**config.mk**
```make
export PLATFORM = sky130hd
export DESIGN_NAME = video_update_command_decoder
export DESIGN_NICKNAME = d
export VERILOG_FILES = /design/src/rtl/vucd_pkg.sv /design/src/rtl/vucd_front.sv /design/src/rtl/vucd_queue.sv /design/src/rtl/vucd_back.sv /design/src/rtl/video_update_command_decoder.sv
export SDC_FILE = /design/constraint.sdc
export NUM_CORES = 1
export LEC_CHECK = 0
export ABC_CLOCK_PERIOD_IN_PS = 7640
export BUFFER_PORTS_ARGS = -buffer_cell sky130_fd_sc_hd__buf_2
export CORE_AREA = 2 2 115 117
export CTS_CLUSTER_SIZE = 16
export DETAILED_ROUTE_END_ITERATION = 8
export DIE_AREA = 0 0 117 119
export PLACE_DENSITY = 0.83
export SYNTH_ARGS = -nofsm -noshare
export SYNTH_HDL_FRONTEND = slang
export SYNTH_HIERARCHICAL = 1
export SYNTH_SLANG_ARGS = --single-unit
```
**constraint.sdc**
```tcl
create_clock -name clk -period 7.64 [get_ports clk]
set_clock_uncertainty 0.05 [all_clocks]
set_input_delay 0.764 -clock clk [delete_from_list [all_inputs] [get_ports clk]]
set_output_delay 0.764 -clock clk [all_outputs]
set_load 0.01 [all_outputs]
```
**src/rtl/vucd_pkg.sv**
```systemverilog
// Package for the video update command decoder.
// Holds the decode phases, command codes, register access kinds and the
// result and queue entry types shared by the front, queue and back modules.
`default_nettype none

package vucd_pkg;

  localparam int unsigned LEFT_W  = 10;
  localparam int unsigned BYTE_W  = 8;
  localparam int unsigned QDEPTH  = 4;
  localparam int unsigned QPTR_W  = 2;
  localparam int unsigned QCNT_W  = 3;

  typedef enum logic [3:0] {
    PH_CMD,
    PH_ADDR_HI,
    PH_ADDR_LO,
    PH_WRITE_VAL,
    PH_FILL_COUNT,
    PH_FILL_VAL,
    PH_BLOCK_COUNT,
    PH_BLOCK_DATA,
    PH_HALTED
  } phase_t;

  typedef enum logic [1:0] {
    KIND_STATUS = 2'd0,
    KIND_ADDR   = 2'd1,
    KIND_DATA   = 2'd2
  } kind_t;

  localparam logic [BYTE_W-1:0] OP_ADDR  = 8'h00;
  localparam logic [BYTE_W-1:0] OP_WRITE = 8'h01;
  localparam logic [BYTE_W-1:0] OP_FILL  = 8'h02;
  localparam logic [BYTE_W-1:0] OP_BLOCK = 8'h03;
  localparam logic [BYTE_W-1:0] OP_END   = 8'hFF;

  typedef struct packed {
    kind_t             kind;
    logic [BYTE_W-1:0] value;
    logic [BYTE_W-1:0] repeat_count;
  } result_t;

  // One queue entry holds every result caused by one input item.
  typedef struct packed {
    logic    two;
    result_t res1;
    result_t res0;
  } job_t;

  typedef struct packed {
    logic full;
    logic empty;
  } qstat_t;

endpackage

`default_nettype wire

```
**src/rtl/vucd_front.sv**
```systemverilog
// Front part of the video update command decoder: decodes list bytes.
// Turns each accepted byte into a queue entry of up to two results.
// Depends on vucd_pkg.
`default_nettype none

module vucd_front #(
  parameter int unsigned LIST_BYTES = 512
) (
  input  wire                          clk,
  input  wire                          rst_n,
  input  wire                          take,
  input  wire  [vucd_pkg::BYTE_W-1:0]  list_byte,
  input  wire  [vucd_pkg::LEFT_W-1:0]  bytes_left,
  output logic                         push,
  output vucd_pkg::job_t               job
);
  import vucd_pkg::*;

  phase_t            phase_r, phase_nxt, phase_eff;
  logic [BYTE_W-1:0] held_r, held_nxt;
  logic [BYTE_W-1:0] pend_r, pend_nxt, pend_dec;
  logic              start_r, start_nxt;
  logic [LEFT_W-1:0] left;
  result_t           body0, body1, status_res;
  logic [1:0]        nb;

  always_comb begin
    if ({{(32-LEFT_W){1'b0}}, bytes_left} > 32'(LIST_BYTES)) begin
      left = LEFT_W'(LIST_BYTES);
    end else begin
      left = bytes_left;
    end
  end

  assign phase_eff  = start_r ? PH_CMD : phase_r;
  assign status_res = '{kind: KIND_STATUS, value: '0, repeat_count: BYTE_W'(1)};
  assign pend_dec   = (pend_r != '0) ? pend_r - BYTE_W'(1) : '0;

  always_comb begin
    phase_nxt = phase_eff;
    held_nxt  = held_r;
    pend_nxt  = pend_r;
    start_nxt = 1'b0;
    nb        = 2'd0;
    body0     = '{kind: KIND_DATA, value: list_byte, repeat_count: BYTE_W'(1)};
    body1     = '{kind: KIND_ADDR, value: list_byte, repeat_count: BYTE_W'(1)};
    unique case (phase_eff)
      PH_CMD: begin
        case (list_byte)
          OP_ADDR:  phase_nxt = (left >= LEFT_W'(3)) ? PH_ADDR_HI : PH_HALTED;
          OP_WRITE: phase_nxt = (left >= LEFT_W'(2)) ? PH_WRITE_VAL : PH_HALTED;
          OP_FILL:  phase_nxt = (left >= LEFT_W'(3)) ? PH_FILL_COUNT : PH_HALTED;
          OP_BLOCK: phase_nxt = (left >= LEFT_W'(2)) ? PH_BLOCK_COUNT : PH_HALTED;
          OP_END:   phase_nxt = PH_HALTED;
          default:  phase_nxt = PH_HALTED;
        endcase
      end
      PH_ADDR_HI: begin
        held_nxt  = list_byte;
        phase_nxt = PH_ADDR_LO;
      end
      PH_ADDR_LO: begin
        body0     = '{kind: KIND_ADDR, value: held_r, repeat_count: BYTE_W'(1)};
        nb        = 2'd2;
        phase_nxt = PH_CMD;
      end
      PH_WRITE_VAL: begin
        nb        = 2'd1;
        phase_nxt = PH_CMD;
      end
      PH_FILL_COUNT: begin
        pend_nxt  = list_byte;
        phase_nxt = PH_FILL_VAL;
      end
      PH_FILL_VAL: begin
        body0     = '{kind: KIND_DATA, value: list_byte, repeat_count: pend_r};
        nb        = (pend_r != '0) ? 2'd1 : 2'd0;
        pend_nxt  = '0;
        phase_nxt = PH_CMD;
      end
      PH_BLOCK_COUNT: begin
        if (left == '0 || {{(LEFT_W-BYTE_W){1'b0}}, list_byte} >= left) begin
          phase_nxt = PH_HALTED;
        end else begin
          pend_nxt  = list_byte;
          phase_nxt = (list_byte == '0) ? PH_CMD : PH_BLOCK_DATA;
        end
      end
      PH_BLOCK_DATA: begin
        nb       = 2'd1;
        pend_nxt = pend_dec;
        if (pend_dec == '0) begin
          phase_nxt = PH_CMD;
        end
      end
      PH_HALTED: phase_nxt = PH_HALTED;
      default:   phase_nxt = PH_HALTED;
    endcase
    if (left == LEFT_W'(1)) begin
      start_nxt = 1'b1;
      phase_nxt = PH_CMD;
      pend_nxt  = '0;
    end
  end

  // The status read only comes with a command byte, which itself writes nothing.
  always_comb begin
    job.res0 = start_r ? status_res : body0;
    job.res1 = body1;
    job.two  = !start_r && (nb == 2'd2);
    push     = take && (start_r || nb != 2'd0);
  end

  always_ff @(posedge clk) begin
    if (!rst_n) begin
      phase_r <= PH_CMD;
      held_r  <= '0;
      pend_r  <= '0;
      start_r <= 1'b1;
    end else if (take) begin
      phase_r <= phase_nxt;
      held_r  <= held_nxt;
      pend_r  <= pend_nxt;
      start_r <= start_nxt;
    end
  end

endmodule

`default_nettype wire

```
**src/rtl/vucd_queue.sv**
```systemverilog
// Short queue between the decoder front and the result back.
// Register based, one entry per input item that causes results.
// Depends on vucd_pkg.
`default_nettype none

module vucd_queue (
  input  wire             clk,
  input  wire             rst_n,
  input  wire             push,
  input  vucd_pkg::job_t  push_job,
  input  wire             pop,
  output vucd_pkg::job_t  head_job,
  output vucd_pkg::qstat_t stat
);
  import vucd_pkg::*;

  job_t              mem_r [QDEPTH];
  logic [QPTR_W-1:0] wptr_r, rptr_r;
  logic [QCNT_W-1:0] cnt_r, cnt_nxt;
  logic              do_push, do_pop;

  assign stat.full  = (cnt_r == QCNT_W'(QDEPTH));
  assign stat.empty = (cnt_r == '0);
  assign do_push    = push && !stat.full;
  assign do_pop     = pop && !stat.empty;
  assign head_job   = mem_r[rptr_r];

  always_comb begin
    cnt_nxt = cnt_r;
    if (do_push && !do_pop) begin
      cnt_nxt = cnt_r + QCNT_W'(1);
    end else if (do_pop && !do_push) begin
      cnt_nxt = cnt_r - QCNT_W'(1);
    end
  end

  always_ff @(posedge clk) begin
    if (do_push) begin
      mem_r[wptr_r] <= push_job;
    end
  end

  always_ff @(posedge clk) begin
    if (!rst_n) begin
      wptr_r <= '0;
      rptr_r <= '0;
      cnt_r  <= '0;
    end else begin
      if (do_push) begin
        wptr_r <= wptr_r + QPTR_W'(1);
      end
      if (do_pop) begin
        rptr_r <= rptr_r + QPTR_W'(1);
      end
      cnt_r <= cnt_nxt;
    end
  end

endmodule

`default_nettype wire

```
**src/rtl/vucd_back.sv**
```systemverilog
// Back part of the video update command decoder: sends out results.
// Walks the results of the queue head one per accepted output item.
// Depends on vucd_pkg.
`default_nettype none

module vucd_back (
  input  wire              clk,
  input  wire              rst_n,
  input  vucd_pkg::job_t   head_job,
  input  vucd_pkg::qstat_t stat,
  output logic             pop,
  output logic             res_valid,
  input  wire              res_ready,
  output vucd_pkg::result_t res,
  output logic             res_last
);
  import vucd_pkg::*;

  logic second_r, second_nxt;
  logic fire;

  assign res_valid = !stat.empty;
  assign fire      = res_valid && res_ready;
  assign res       = second_r ? head_job.res1 : head_job.res0;
  assign res_last  = second_r || !head_job.two;
  assign pop       = fire && res_last;

  always_comb begin
    second_nxt = second_r;
    if (fire) begin
      second_nxt = !res_last;
    end
  end

  always_ff @(posedge clk) begin
    if (!rst_n) begin
      second_r <= 1'b0;
    end else begin
      second_r <= second_nxt;
    end
  end

endmodule

`default_nettype wire

```
**src/rtl/video_update_command_decoder.sv**
```systemverilog
// Top level of the video update command decoder.
// Instantiates the decoder front, the entry queue and the result back.
// Depends on vucd_pkg, vucd_front, vucd_queue and vucd_back.
//
//   channel | direction | contents
//   in_     | input     | list byte and bytes left, one item per list byte
//   out_    | output    | register access: value, repeat count, kind, last flag
//
// An input item is taken in the cycle it arrives while the four-entry queue has room,
// and its first result can leave at the next clock edge; results go out one per cycle
// while out_tready is high. No item causes more than two results, and the address low byte
// that causes two follows the address high byte, causing none, so with the output ready
// input runs at one item per cycle. Output stalls fill the queue and then hold in_tready
// low. Reset returns the decoder to the start of a list with the queue empty.
`default_nettype none

module video_update_command_decoder #(
  parameter int unsigned LIST_BYTES = 512
) (
  input  wire         clk,
  input  wire         rst_n,
  input  wire         in_tvalid,
  output logic        in_tready,
  input  wire  [23:0] in_tdata,   // list_byte [7:0], bytes_left [17:8], zeros above
  output logic        out_tvalid,
  input  wire         out_tready,
  output logic [15:0] out_tdata,  // write_value [7:0], repeat_count [15:8]
  output logic [1:0]  out_tuser,  // access_kind [1:0]
  output logic        out_tlast
);
  import vucd_pkg::*;

  logic    take, push, pop;
  job_t    job, head_job;
  qstat_t  stat;
  result_t res;

  assign in_tready = !stat.full;
  assign take      = in_tvalid && in_tready;

  vucd_front #(
    .LIST_BYTES(LIST_BYTES)
  ) u_front (
    .clk       (clk),
    .rst_n     (rst_n),
    .take      (take),
    .list_byte (in_tdata[7:0]),
    .bytes_left(in_tdata[17:8]),
    .push      (push),
    .job       (job)
  );

  vucd_queue u_queue (
    .clk     (clk),
    .rst_n   (rst_n),
    .push    (push),
    .push_job(job),
    .pop     (pop),
    .head_job(head_job),
    .stat    (stat)
  );

  vucd_back u_back (
    .clk      (clk),
    .rst_n    (rst_n),
    .head_job (head_job),
    .stat     (stat),
    .pop      (pop),
    .res_valid(out_tvalid),
    .res_ready(out_tready),
    .res      (res),
    .res_last (out_tlast)
  );

  assign out_tdata = {res.repeat_count, res.value};
  assign out_tuser = res.kind;

endmodule

`default_nettype wire

```
==> run summary <==
commonest cells after routing, fill and taps aside: 148 x edfxtp_1, 42 x buf_2, 34 x mux4_2, 30 x dfxtp_1
fin worst setup slack: 3.71 ns
number of fillers in the final layout: 876
drt first pass iters: 5
FF+latch count, synth: 179
CP Data Required Time: 7.93 ns
CP Class: reg2reg
Crit. End Element: flip-flop
most common cell after layout, fill and taps aside: edfxtp_1
Final min period: 3.93 ns
setup bufs post-CTS: 0
Clock Path Buffers: 2
Tightest Pin Transition: 1.05 ns
initial antenna violation count: 0
Hold Path Class: reg2reg
Setup crit start kind: flip-flop
remaining antenna violation count: 0
Worst-path clk slew: 0.06 ns
total die area: 0.0139 mm2
CTS buffer count: 17
Post-Synth XOR/XNOR Area: 0.00540
ys flop type: edfxtp_1
Synth Instances: 525
crit path max fanout: 16
CTS resizes: 0
Die Y: 119 um
Area Overhead vs Synth: 8.49%
Hold WS: 0.452 ns
period utilization: 0.515
hpwl dp: 9090 um
largest net degree at the start of global routing: 38
Die X: 117 um
root buf cell: clkbuf_16
clock sink count: 179
max_slew headroom: 0.301
Cell Area, Synth: 0.00811 mm2
Seq/Total Area, Yosys: 0.625
unrepaired setup endpoints after global routing: no
CTS tree: done
Post-Synth Adder-Cell Area: 0.0241
Final Max Tran Viols: 0
core region area: 0.0129 mm2
Clock Latency Late Sink: 0.41 ns
Compound-Gate Fraction of Synth Area: 0.0617
DRT iter0 DRCs: 386
share of cells above drive strength 1: 0.247
DR DRC count: 0
mux contribution to synthesized area: 0.149
EDFF count, synth: 148
first-pass GRT wire length: 23,500 um
Site Rows: 42
WL/cell: 20.3 um
ant diodes: 0
Final Hold Viols: 0
GP Congestion: 0.869
WL final: 15,200 um
IR drop worst, VDD: 0.128 mV
Leak: 3.03 nW
number of global-route vias before repair: 4,456
cts hold-fix bufs: 0
Post-Place Worst Slack: 3.72 ns
Initial Util: 0.630
max frequency: 254 MHz
Total Routing Usage GR: 0.230
Via density: 5.98
Core Util, Final: 0.683
# port buffers: 42
status: finished clean
I/O Pins: 49
via count: 4,458
syn_area_per_cell: 15.4 um2
GRT overflow: 0
H-tree Lvls: 4
synth warn: 6
synth unique cells: 63
CP arrival: 4.22 ns
Final Non-Filler Cells: 746
NumNets Final: 600
post-synthesis async set-or-reset flop share: 0
Setup Viol. Count Final: 0
simple-gate share of the synthesized area: 0.0906
Post-Route Setup TNS: 0 ns
PD cells: 275 mW/mm2
largest family of logic cells by synthesized area: multiplexers
Max Cap Viol: 0
Inst Count DP: 714
through the flow:
step	cell area (um2)	total power [W]
2_1_floorplan	8140	0.00159
3_3_place_gp	8290	0.00168
3_5_place_dp	8290	0.00170
4_1_cts	8800	0.00244
5_1_grt	8800	0.00253
6_report	8800	0.00242
path summary, 6_finish.rpt:
path | from | end | slack (ns) | cells after the start
worst max-delay path | u_front/start_r | u_queue/cnt_r[2] | 3.71 | 13
worst min-delay path | u_queue/wptr_r[0] | u_queue/wptr_r[0] | 0.45 | 2
worst max register to register | u_front/start_r | u_queue/cnt_r[2] | 3.71 | 13
worst min register to register | u_queue/wptr_r[0] | u_queue/wptr_r[0] | 0.45 | 2
Yosys cell counts (2+ instances only):
| cell | n | area, um2 |
|---|---|---|
| edfxtp_1 | 148 | 4440 |
| mux4_2 | 34 | 766 |
| dfxtp_1 | 31 | 621 |
| nand2_1 | 26 | 97.6 |
| nor2_1 | 26 | 97.6 |
| buf_4 | 19 | 143 |
| o21ai_0 | 19 | 95.1 |
| nand2b_1 | 18 | 113 |
| and2_1 | 17 | 106 |
| nor2b_1 | 16 | 100 |
| ha_1 | 14 | 175 |
| a21oi_1 | 13 | 65.1 |
| clkbuf_1 | 11 | 41.3 |
| inv_1 | 11 | 41.3 |
| mux2i_1 | 11 | 110 |
| mux2_4 | 10 | 150 |
| mux2_2 | 9 | 101 |
| o2bb2ai_1 | 6 | 52.6 |
| nor3_1 | 5 | 25.0 |
| o32ai_1 | 5 | 43.8 |
| a31oi_1 | 4 | 25.0 |
| buf_12 | 4 | 80.1 |
| buf_2 | 4 | 20.0 |
| mux4_1 | 3 | 78.8 |
| nand3_1 | 3 | 15.0 |
| nor4_1 | 3 | 18.8 |
| or3_1 | 3 | 18.8 |
| xnor2_1 | 3 | 26.3 |
| a21boi_0 | 2 | 15.0 |
| a2bb2oi_1 | 2 | 17.5 |
| a41oi_1 | 2 | 17.5 |
| and3_1 | 2 | 12.5 |
| buf_6 | 2 | 22.5 |
| conb_1 | 2 | 7.51 |
| nand3b_1 | 2 | 15.0 |
| nand4_1 | 2 | 12.5 |
| o211ai_1 | 2 | 15.0 |
| o31ai_1 | 2 | 15.0 |
| o41a_1 | 2 | 22.5 |
| or4_1 | 2 | 15.0 |
| or4_4 | 2 | 22.5 |
| xor2_1 | 2 | 17.5 |
routing by layer:
metal,global-route usage,routed length [um],vias to the layer above
li1,-,-,2076
met1,0.307,6340,2236
met2,0.384,7960,131
met3,0.0433,646,15
met4,0.0735,213,0
met5,0,0,-
where the power goes:
group / switching [W] / internal [W]
Clock: 0.000327 / 0.000408
Combinational: 0.000243 / 0.000237
Sequential: 0.0000373 / 0.00117
critical path, cell delays in order (launching register included):
cell and delay (ns):
dfxtp_1 0.47, nor2_2 0.27, and2_1 0.27, nand2_1 0.27
nor2_1 0.38, o31ai_1 0.19, a21boi_0 0.19, nor2b_1 0.42
ha_1 0.27, inv_1 0.07, fa_1 0.37, xor2_1 0.17
or3_1 0.29, a21boi_0 0.16
sequential cells by signal, indices dropped and copies added, names as in the netlist, named ones only:
| name | flops |
|---|---|
| u_front/pend_r | 8 |
| u_front/phase_r | 4 |
| u_queue/rptr_r | 2 |
| u_queue/cnt_r | 3 |
| u_front/held_r | 8 |
| u_queue/mem_r | 148 |
| u_back/second_r | 1 |
| u_queue/wptr_r | 2 |
| u_front/start_r | 1 |
cells by family (layout without fill, tap and decap cells):
kind of cell	count (synthesis)	in the layout
mux	67	67
simple gates	134	134
xor+xnor	5	5
buf+inv	53	90
flops	179	179
fa+ha+maj	15	15
other cells	2	10
compound gates	70	70
final cells by class:
| class | instances | area, um2 | area share |
|---|---|---|---|
| sequential | 179 | 5070 | 0.576 |
| multi-input combinational | 301 | 2720 | 0.309 |
| clock buffer | 19 | 433 | 0.0492 |
| timing repair buffer | 46 | 240 | 0.0273 |
| tap | 176 | 220 | 0.0250 |
| clock inverter | 13 | 70.1 | 0.00796 |
| inverter | 12 | 45.0 | 0.00512 |
Power figures use the tool's default switching activity.
